<file path="src/design/b64d_pkg.sv">
package b64d_pkg;

    // bytes counted per message; the counter is one bit wider and saturates
    localparam int COUNT_BITS = 16;
    localparam int CntW       = COUNT_BITS + 1;
    // wide enough to compare the counter with 16-bit capacity and count values
    localparam int WideW      = ((CntW > 16) ? CntW : 16) + 2;

    localparam int QDepth = 4;
    localparam int QPtrW  = $clog2(QDepth);

    localparam logic [1:0] OpChar    = 2'd0;
    localparam logic [1:0] OpCharEnd = 2'd1;
    localparam logic [1:0] OpEnd     = 2'd2;

    localparam logic [7:0] CharPad   = 8'h3D;  // '='
    localparam logic [7:0] CharPlus  = 8'h2B;  // '+'
    localparam logic [7:0] CharSlash = 8'h2F;  // '/'

    typedef enum logic [1:0] {
        StOk       = 2'd0,
        StBadChar  = 2'd1,
        StBadLen   = 2'd2,
        StCapacity = 2'd3
    } t_status;

    // everything one accepted item produces: up to three bytes, then maybe a status
    typedef struct packed {
        logic [2:0][7:0] bytes;
        logic [1:0]      nb;
        logic            has_st;
        t_status         st;
        logic [15:0]     cnt;
    } t_bundle;

    typedef struct packed {
        logic              full;
        logic              empty;
        logic [QPtrW:0]    count;
    } t_q_stat;

    // bit 6 set: not a base64 alphabet character
    function automatic logic [6:0] sextet_of(input logic [7:0] c);
        logic [7:0] t;
        t = 8'd64;
        if (c inside {[8'h41:8'h5A]}) begin
            t = c - 8'h41;
        end else if (c inside {[8'h61:8'h7A]}) begin
            t = c - 8'h61 + 8'd26;
        end else if (c inside {[8'h30:8'h39]}) begin
            t = c - 8'h30 + 8'd52;
        end else if (c == CharPlus) begin
            t = 8'd62;
        end else if (c == CharSlash) begin
            t = 8'd63;
        end
        return t[6:0];
    endfunction

endpackage

</file>
<file path="src/design/b64d_front.sv">
module b64d_front
    import b64d_pkg::*;
(
    input  logic        i_clk,
    input  logic        i_rst_n,
    input  logic        i_accept,
    input  logic [1:0]  i_op,
    input  logic [7:0]  i_in_char,
    input  logic [15:0] i_cap,
    output logic        o_wr,
    output t_bundle     o_bundle
);

    logic [17:0]     r_acc, n_acc;
    logic [1:0]      r_gp, n_gp;
    logic            r_pad2, n_pad2;
    logic            r_bad, n_bad;
    logic [CntW-1:0] r_cnt, n_cnt;

    always_ff @(posedge i_clk) begin
        if (!i_rst_n) begin
            r_acc  <= '0;
            r_gp   <= '0;
            r_pad2 <= 1'b0;
            r_bad  <= 1'b0;
            r_cnt  <= '0;
        end else if (i_accept) begin
            r_acc  <= n_acc;
            r_gp   <= n_gp;
            r_pad2 <= n_pad2;
            r_bad  <= n_bad;
            r_cnt  <= n_cnt;
        end
    end

    logic            op_char, op_end, held_rel, pad, is_inv, sup_bad;
    logic [17:0]     acc_base;
    logic [6:0]      sx;
    logic [5:0]      s;
    logic [23:0]     v;
    logic [1:0]      p, nc, ne;
    logic [2:0][7:0] cand;
    logic [WideW-1:0] e_w, cap_w, diff_w, sum_w, en_w;
    t_status         st;

    always_comb begin
        op_char  = (i_op == OpChar) || (i_op == OpCharEnd);
        op_end   = (i_op != OpChar);
        held_rel = op_char && (r_gp == 2'd0) && (r_acc[17:16] != 2'd0);
        acc_base = held_rel ? 18'd0 : r_acc;
        sx       = sextet_of(i_in_char);
        pad      = (i_in_char == CharPad) && r_gp[1];
        is_inv   = !pad && sx[6];
        s        = (pad || sx[6]) ? 6'd0 : sx[5:0];
        v        = {acc_base, s};
        p        = {1'b0, r_pad2} + {1'b0, pad};

        n_acc  = r_acc;
        n_gp   = r_gp;
        n_pad2 = r_pad2;
        n_bad  = r_bad | (op_char & is_inv);
        cand   = '0;
        nc     = 2'd0;
        sup_bad = n_bad;

        if (held_rel) begin
            sup_bad = r_bad;
            if (r_acc[17:16] == 2'd2) begin
                cand[0] = r_acc[15:8];
                cand[1] = r_acc[7:0];
                nc      = 2'd2;
            end else begin
                cand[0] = r_acc[7:0];
                nc      = 2'd1;
            end
        end

        if (op_char) begin
            if (r_gp != 2'd3) begin
                n_acc = {acc_base[11:0], s};
                n_gp  = r_gp + 2'd1;
                if (pad && r_gp == 2'd2) begin
                    n_pad2 = 1'b1;
                end
            end else begin
                cand[0] = v[23:16];
                cand[1] = v[15:8];
                cand[2] = v[7:0];
                nc      = 2'd3 - p;
                // a padded group that may not be final holds back what it may still yield
                if (i_op == OpChar && p == 2'd2) begin
                    n_acc = {2'd2, v[15:0]};
                end else if (i_op == OpChar && p == 2'd1) begin
                    n_acc = {2'd1, 8'h00, v[7:0]};
                end else begin
                    n_acc = '0;
                end
                n_gp   = 2'd0;
                n_pad2 = 1'b0;
            end
        end

        // capacity keeps only a prefix of the candidate bytes
        e_w    = WideW'(r_cnt);
        cap_w  = WideW'(i_cap);
        diff_w = cap_w - e_w;
        if (sup_bad || e_w >= cap_w) begin
            ne = 2'd0;
        end else if (diff_w >= WideW'(nc)) begin
            ne = nc;
        end else begin
            ne = diff_w[1:0];
        end

        sum_w = e_w + WideW'(nc);
        if (sum_w > WideW'({CntW{1'b1}})) begin
            n_cnt = {CntW{1'b1}};
        end else begin
            n_cnt = sum_w[CntW-1:0];
        end
        en_w = WideW'(n_cnt);

        if (n_gp != 2'd0) begin
            st = StBadLen;
        end else if (en_w > cap_w) begin
            st = StCapacity;
        end else if (n_bad) begin
            st = StBadChar;
        end else begin
            st = StOk;
        end

        o_bundle.bytes  = cand;
        o_bundle.nb     = ne;
        o_bundle.has_st = op_end;
        o_bundle.st     = st;
        if (st == StBadLen) begin
            o_bundle.cnt = 16'd0;
        end else if (en_w > WideW'(16'hFFFF)) begin
            o_bundle.cnt = 16'hFFFF;
        end else begin
            o_bundle.cnt = en_w[15:0];
        end

        o_wr = i_accept && (op_end || ne != 2'd0);

        if (op_end) begin
            n_acc  = '0;
            n_gp   = 2'd0;
            n_pad2 = 1'b0;
            n_bad  = 1'b0;
            n_cnt  = '0;
        end
    end

endmodule

</file>
<file path="src/design/b64d_queue.sv">
module b64d_queue
    import b64d_pkg::*;
(
    input  logic    i_clk,
    input  logic    i_rst_n,
    input  logic    i_wr,
    input  t_bundle i_wdata,
    input  logic    i_rd,
    output t_bundle o_rdata,
    output t_q_stat o_stat
);

    t_bundle          r_mem [QDepth];
    logic [QPtrW-1:0] r_wp, r_rp;
    logic [QPtrW:0]   r_count;

    always_ff @(posedge i_clk) begin
        if (i_wr) begin
            r_mem[r_wp] <= i_wdata;
        end
    end

    always_ff @(posedge i_clk) begin
        if (!i_rst_n) begin
            r_wp    <= '0;
            r_rp    <= '0;
            r_count <= '0;
        end else begin
            if (i_wr) begin
                r_wp <= r_wp + 1'b1;
            end
            if (i_rd) begin
                r_rp <= r_rp + 1'b1;
            end
            if (i_wr && !i_rd) begin
                r_count <= r_count + 1'b1;
            end else if (i_rd && !i_wr) begin
                r_count <= r_count - 1'b1;
            end
        end
    end

    assign o_rdata      = r_mem[r_rp];
    assign o_stat.count = r_count;
    assign o_stat.empty = (r_count == '0);
    assign o_stat.full  = (r_count == (QPtrW + 1)'(QDepth));

endmodule

</file>
<file path="src/design/b64d_back.sv">
module b64d_back
    import b64d_pkg::*;
(
    input  logic        i_clk,
    input  logic        i_rst_n,
    input  logic        i_q_empty,
    input  t_bundle     i_q_rdata,
    output logic        o_q_rd,
    input  logic        i_pop,
    output logic        o_empty,
    output logic        o_is_status,
    output logic [7:0]  o_out_byte,
    output logic [1:0]  o_status,
    output logic [15:0] o_byte_count,
    output logic        o_last
);

    logic       r_busy;
    t_bundle    r_bun;
    logic [1:0] r_idx;

    logic [2:0] total;
    logic       is_st, last, adv, load;

    always_comb begin
        total = {1'b0, r_bun.nb} + {2'b00, r_bun.has_st};
        last  = (({1'b0, r_idx} + 3'd1) == total);
        is_st = (r_idx == r_bun.nb);
        adv   = r_busy && i_pop && last;
        load  = (!r_busy || adv) && !i_q_empty;
    end

    always_ff @(posedge i_clk) begin
        if (!i_rst_n) begin
            r_busy <= 1'b0;
            r_idx  <= '0;
        end else if (load) begin
            r_busy <= 1'b1;
            r_idx  <= '0;
        end else if (adv) begin
            r_busy <= 1'b0;
        end else if (r_busy && i_pop) begin
            r_idx <= r_idx + 2'd1;
        end
    end

    always_ff @(posedge i_clk) begin
        if (load) begin
            r_bun <= i_q_rdata;
        end
    end

    always_comb begin
        o_q_rd       = load;
        o_empty      = !r_busy;
        o_is_status  = is_st;
        o_last       = last;
        o_status     = is_st ? r_bun.st : StOk;
        o_byte_count = is_st ? r_bun.cnt : 16'd0;
        case (r_idx)
            2'd0:    o_out_byte = r_bun.bytes[0];
            2'd1:    o_out_byte = r_bun.bytes[1];
            2'd2:    o_out_byte = r_bun.bytes[2];
            default: o_out_byte = 8'h00;
        endcase
        if (is_st) begin
            o_out_byte = 8'h00;
        end
    end

endmodule

</file>
<file path="src/design/base64_stream_decoder_unit.sv">
// Base64 stream decoder, at most one encoded character per input item.
// Input queue side: op and in_char, taken when push is high and full low.
// op 0 is a character, op 1 a character that ends the message, op 2 ends the
// message without a character. Every fourth character yields up to three
// decoded bytes; a message end adds one status item with the byte count.
// Result queue side: the oldest result sits on the ports while empty is low
// and leaves when pop is high; last marks the final result of an input item.
// Capacity is written through the cfg channel (always ready) between messages
// by the user; the block does not enforce it. Results are queued at the edge
// that accepts their item; the output serializer then loads them. Throughput:
// one input item per cycle while full is low; results leave at one per cycle
// while pop is high. A four-entry queue between the decode stage and the
// output serializer absorbs the difference; full rises only when the queue
// fills while the receiver stalls or lags. Reset clears the message state and
// the queue and sets capacity to 65535.
module base64_stream_decoder_unit
    import b64d_pkg::*;
(
    input  logic        i_clk,
    input  logic        i_rst_n,
    input  logic        push,
    output logic        full,
    input  logic [1:0]  i_op,
    input  logic [7:0]  i_in_char,
    output logic        empty,
    input  logic        pop,
    output logic        o_is_status,
    output logic [7:0]  o_out_byte,
    output logic [1:0]  o_status,
    output logic [15:0] o_byte_count,
    output logic        o_last,
    input  logic        i_cfg_valid,
    output logic        o_cfg_ready,
    input  logic [15:0] i_cfg_data
);

    logic [15:0] r_cap;
    logic        accept, q_wr, q_rd;
    t_bundle     q_wdata, q_rdata;
    t_q_stat     q_stat;

    assign o_cfg_ready = 1'b1;
    assign accept      = push && !full;
    assign full        = q_stat.full;

    always_ff @(posedge i_clk) begin
        if (!i_rst_n) begin
            r_cap <= 16'hFFFF;
        end else if (i_cfg_valid && o_cfg_ready) begin
            r_cap <= i_cfg_data;
        end
    end

    b64d_front u_front (
        .i_clk     (i_clk),
        .i_rst_n   (i_rst_n),
        .i_accept  (accept),
        .i_op      (i_op),
        .i_in_char (i_in_char),
        .i_cap     (r_cap),
        .o_wr      (q_wr),
        .o_bundle  (q_wdata)
    );

    b64d_queue u_queue (
        .i_clk   (i_clk),
        .i_rst_n (i_rst_n),
        .i_wr    (q_wr),
        .i_wdata (q_wdata),
        .i_rd    (q_rd),
        .o_rdata (q_rdata),
        .o_stat  (q_stat)
    );

    b64d_back u_back (
        .i_clk        (i_clk),
        .i_rst_n      (i_rst_n),
        .i_q_empty    (q_stat.empty),
        .i_q_rdata    (q_rdata),
        .o_q_rd       (q_rd),
        .i_pop        (pop),
        .o_empty      (empty),
        .o_is_status  (o_is_status),
        .o_out_byte   (o_out_byte),
        .o_status     (o_status),
        .o_byte_count (o_byte_count),
        .o_last       (o_last)
    );

`ifndef SYNTHESIS
    a_status_is_last: assert property (@(posedge i_clk) disable iff (!i_rst_n)
        (!empty && o_is_status) |-> o_last)
        else $error("status item not marked last");

    a_data_fields_clear: assert property (@(posedge i_clk) disable iff (!i_rst_n)
        (!empty && !o_is_status) |-> (o_status == StOk && o_byte_count == 16'd0))
        else $error("data item carries status fields");

    a_queue_bounded: assert property (@(posedge i_clk) disable iff (!i_rst_n)
        q_stat.count <= (QPtrW + 1)'(QDepth))
        else $error("queue count out of range");

    a_no_write_when_full: assert property (@(posedge i_clk) disable iff (!i_rst_n)
        q_stat.full |-> !q_wr)
        else $error("queue written while full");
`endif

endmodule
</file>
<file path="config.mk">
export PLATFORM = sky130hd
export DESIGN_NAME = base64_stream_decoder_unit
export DESIGN_NICKNAME = d
export VERILOG_FILES = /design/src/design/b64d_pkg.sv /design/src/design/b64d_front.sv /design/src/design/b64d_queue.sv /design/src/design/b64d_back.sv /design/src/design/base64_stream_decoder_unit.sv
export SDC_FILE = /design/constraint.sdc
export NUM_CORES = 1
export LEC_CHECK = 0
export ABC_AREA = 1
export BUFFER_PORTS_ARGS = -buffer_cell sky130_fd_sc_hd__buf_2
export CAP_MARGIN = 20
export CORE_MARGIN = 3
export CORE_UTILIZATION = 40
export DETAILED_ROUTE_END_ITERATION = 8
export SYNTH_ARGS = -nofsm -noshare
export SYNTH_HDL_FRONTEND = slang
export SYNTH_HIERARCHICAL = 1
export SYNTH_SLANG_ARGS = --single-unit
</file>
<file path="constraint.sdc">
create_clock -name i_clk -period 6.2 [get_ports i_clk]
set_input_delay 1.55 -clock i_clk [delete_from_list [all_inputs] [get_ports i_clk]]
set_output_delay 1.55 -clock i_clk [all_outputs]
set_load 0.05 [all_outputs]
</file>
==> qor.yml <==
floorplan:
  start_util: 0.408
  io_pins: 62
  core_area_um2: 36800
  die_h_um: 200
  row_count: 70
  dieArea_um2: 39900
  die_x_um: 200
timing:
  fin_crit_ns: 5.61
  slew_headroom: 0.462
  finalSetupTns_ns: 0
  skew_ns: 0.0227
  fin_crit_sh: 0.905
  slew_viol_final: 0
  worst-slew-pin-transition_ns: 0.805
  fmax_ghz: 0.178
  fin_ws_ns: 0.586
  final_hold_viol_count: 0
  rsz0062_at_grt: "false"
  setup_violations: 0
yosys:
  ys.warnings.count: 6
  netlist_area_um2: 15000
  synth_cells: 1665
  synth_top_cell_area_share: 0.450
  synth.distinct_cells: 50
  ys_seq_area_frac: 0.539
  synth.area.top_cells: "edfxtp_1, dfxtp_1, nand2_1"
  synth-edff-count: 225
  syn-num-nets: 1759
  async_reset_ff_frac: 0
  synth_common_cells: "nand2_1, edfxtp_1, inv_1, nor2_1, nand3_1"
  synth-main-ff-cell: "edfxtp_1"
  synth.most_common_cell: "nand2_1"
  syn_area_per_cell_um2: 9.02
  synth_seq_cells: 292
  yosysTopAreaCell: "edfxtp_1"
detailed_routing:
  drt-total-wl_um: 36300
  vias: 11400
  dr.pass1.iters: 5
  viasPerCell: 5.13
  drc: 0
  wl_per_cell_um: 16.3
  drt_iter0_drc: 770
  drtAntennaViolNets: 0
grt:
  grt_overflow_total: 0
  grt_pass1_wl_um: 57800
  busiest_layer: "met2"
  grt_pass1_vias: 10800
  antenna_found_initial: 0
  grt_usage: 0.181
  met3_usage: 0.0200
  use_met1: 0.269
  grt_util_met2: 0.289
  grt_max_degree: 91
setup_path:
  worstPathRequired_ns: 6.47
  path_class: "input pin to flip-flop"
  critPathMostFrequentCell: "nand2_1"
  cp.arrival_ns: 5.88
  rr_endpoint: "u_queue/r_mem[2][16]"
  reg2reg_from: "u_front/r_gp[0]"
  crit_slowest_cell: "fa_1"
  critPathMaxFanout: 4
  end_kind: "flip-flop"
  cpPeakStageDelay_ns: 0.44
  cp-start-kind: "input pin"
  r2r_cells: 29
  reg2reg_slack_ns: 1.09
hold_path:
  holdCritPathClass: "flip-flop to flip-flop"
  min_from: "u_queue/r_rp[1]"
  hold_depth: 1
placed_design:
  placed_area_um2: 15800
  pre_cts_slack_ns: 0.00447
  numPortBuffers: 60
  place_hpwl_um: 24900
  dp_cells: 2164
  gp_congestion: 0.912
clock_network:
  post_cts_buffers: 0
  clk-insertion-delay-late_ns: 0.56
  root_buffer: "clkbuf_16"
  cts_num_sinks: 292
  ctsHoldBuffers: 0
  cts_resized: 0
  cts_max_path_buffers: 3
  cts_buffers: 31
  h-tree-depth: 1
  tritoncts: "built"
  cts.reportedPaths.clkPinSlew_ns: 0.06
power_and_ir_drop:
  power.leakage_nw: 7.03
  total_power_mw: 6.07
  power_density_nw_per_um2: 363
  ir_worst_vdd_uv: 205
cells_and_area:
  final_cells: 2222
  fill_cells: 3567
  final_cell_area_um2: 16700
  final_nets: 1823
  diodes: 0
  drive_gt1_frac: 0.107
  syn2layout_area_growth_pct: 11.4
run_status:
  status: "finished clean"
run:
  max_cap_viol_count: 0
==> critical path, delay by kind of cell <==
family                     cells  cell delay, ns
and+or+nand+nor               13            1.57
adders and majority gates      4            1.25
AOI/OAI and AO/OA              6            1.03
buffers and inverters          4            0.33
xor gates and xnor gates       1            0.17
==> worst max-delay path by stage <==
stage | from | to | slack (ns) | cells after the start
floorplan | i_in_char[4] | u_queue/r_mem[0][16] | 0.55 | 27
global placement | i_in_char[7] | u_queue/r_mem[3][16] | 0.10 | 28
detailed placement | i_in_char[6] | u_queue/r_mem[2][16] | 0.004 | 28
CTS | i_in_char[6] | u_queue/r_mem[3][16] | 0.58 | 28
global route | i_in_char[7] | u_queue/r_mem[2][16] | 0.10 | 29
finish | i_in_char[6] | u_queue/r_mem[2][16] | 0.59 | 28
==> cell usage in the layout (no fill, tap or decap), types with 48 or more instances in the layout <==
master and count:
ha_1 60, dfxtp_1 66, o22ai_1 48, nand3_1 88, a21oi_1 83, edfxtp_1 225
nor2_1 197, o21ai_1 80, nand2_1 345, o21ai_0 57, buf_2 60, inv_1 206
==> per-layer routing <==
metal	part of all wire	vias up
li1	-	5741
met1	0.49	5395
met2	0.45	223
met3	0.042	41
met4	0.014	0
met5	0	-
==> power by group <==
part	leakage (nW)	switching, mW	internal [mW]	total [mW]
Combinational	3.90	1.33	0.434	1.76
Clock	0.471	0.729	0.988	1.72
Sequential	2.66	0.118	2.48	2.60
Total	7.03	2.17	3.90	6.07
==> sequential cells by signal, indices dropped and copies added, names as in the netlist, 2 cells and up, named ones only <==
name	flops
u_back/r_idx	2
u_back/r_bun	45
u_queue/r_rp	2
u_front/r_acc	18
u_queue/r_mem	180
u_queue/r_wp	2
u_queue/r_count	3
u_front/r_cnt	17
r_cap	16
u_front/r_gp	2
==> cell families (layout without fill, tap and decap cells) <==
logic type,Yosys count,in the layout,synth area share
AO/OA/AOI/OAI,299,299,0.108
flip-flops,292,292,0.539
buffers and inverters,282,371,0.0850
AND/OR/NAND/NOR,710,710,0.203
other,1,1,0.000250
adder cells (fa/ha/maj),63,63,0.0540
XOR/XNOR,18,18,0.0110
==> through the flow <==
| stage | hold WS [ns] | util |
|---|---|---|
| finish | 0.442 | 0.455 |
| detailed placement | 0.434 | 0.429 |
| global placement | 0.425 | 0.429 |
| CTS | 0.442 | 0.455 |
| floorplan | 0.412 | - |
| global route | 0.470 | 0.455 |
==> layout make-up <==
type                            instances  area, um2  area share
Sequential cell                       292       8100       0.484
Timing Repair Buffer                   93        598      0.0357
Clock buffer                           41        833      0.0498
Clock inverter                         17        126     0.00755
Inverter                              220        840      0.0502
Multi-Input combinational cell       1091       5650       0.338
Tap cell                              468        586      0.0350
Power figures use the tool's default switching activity.
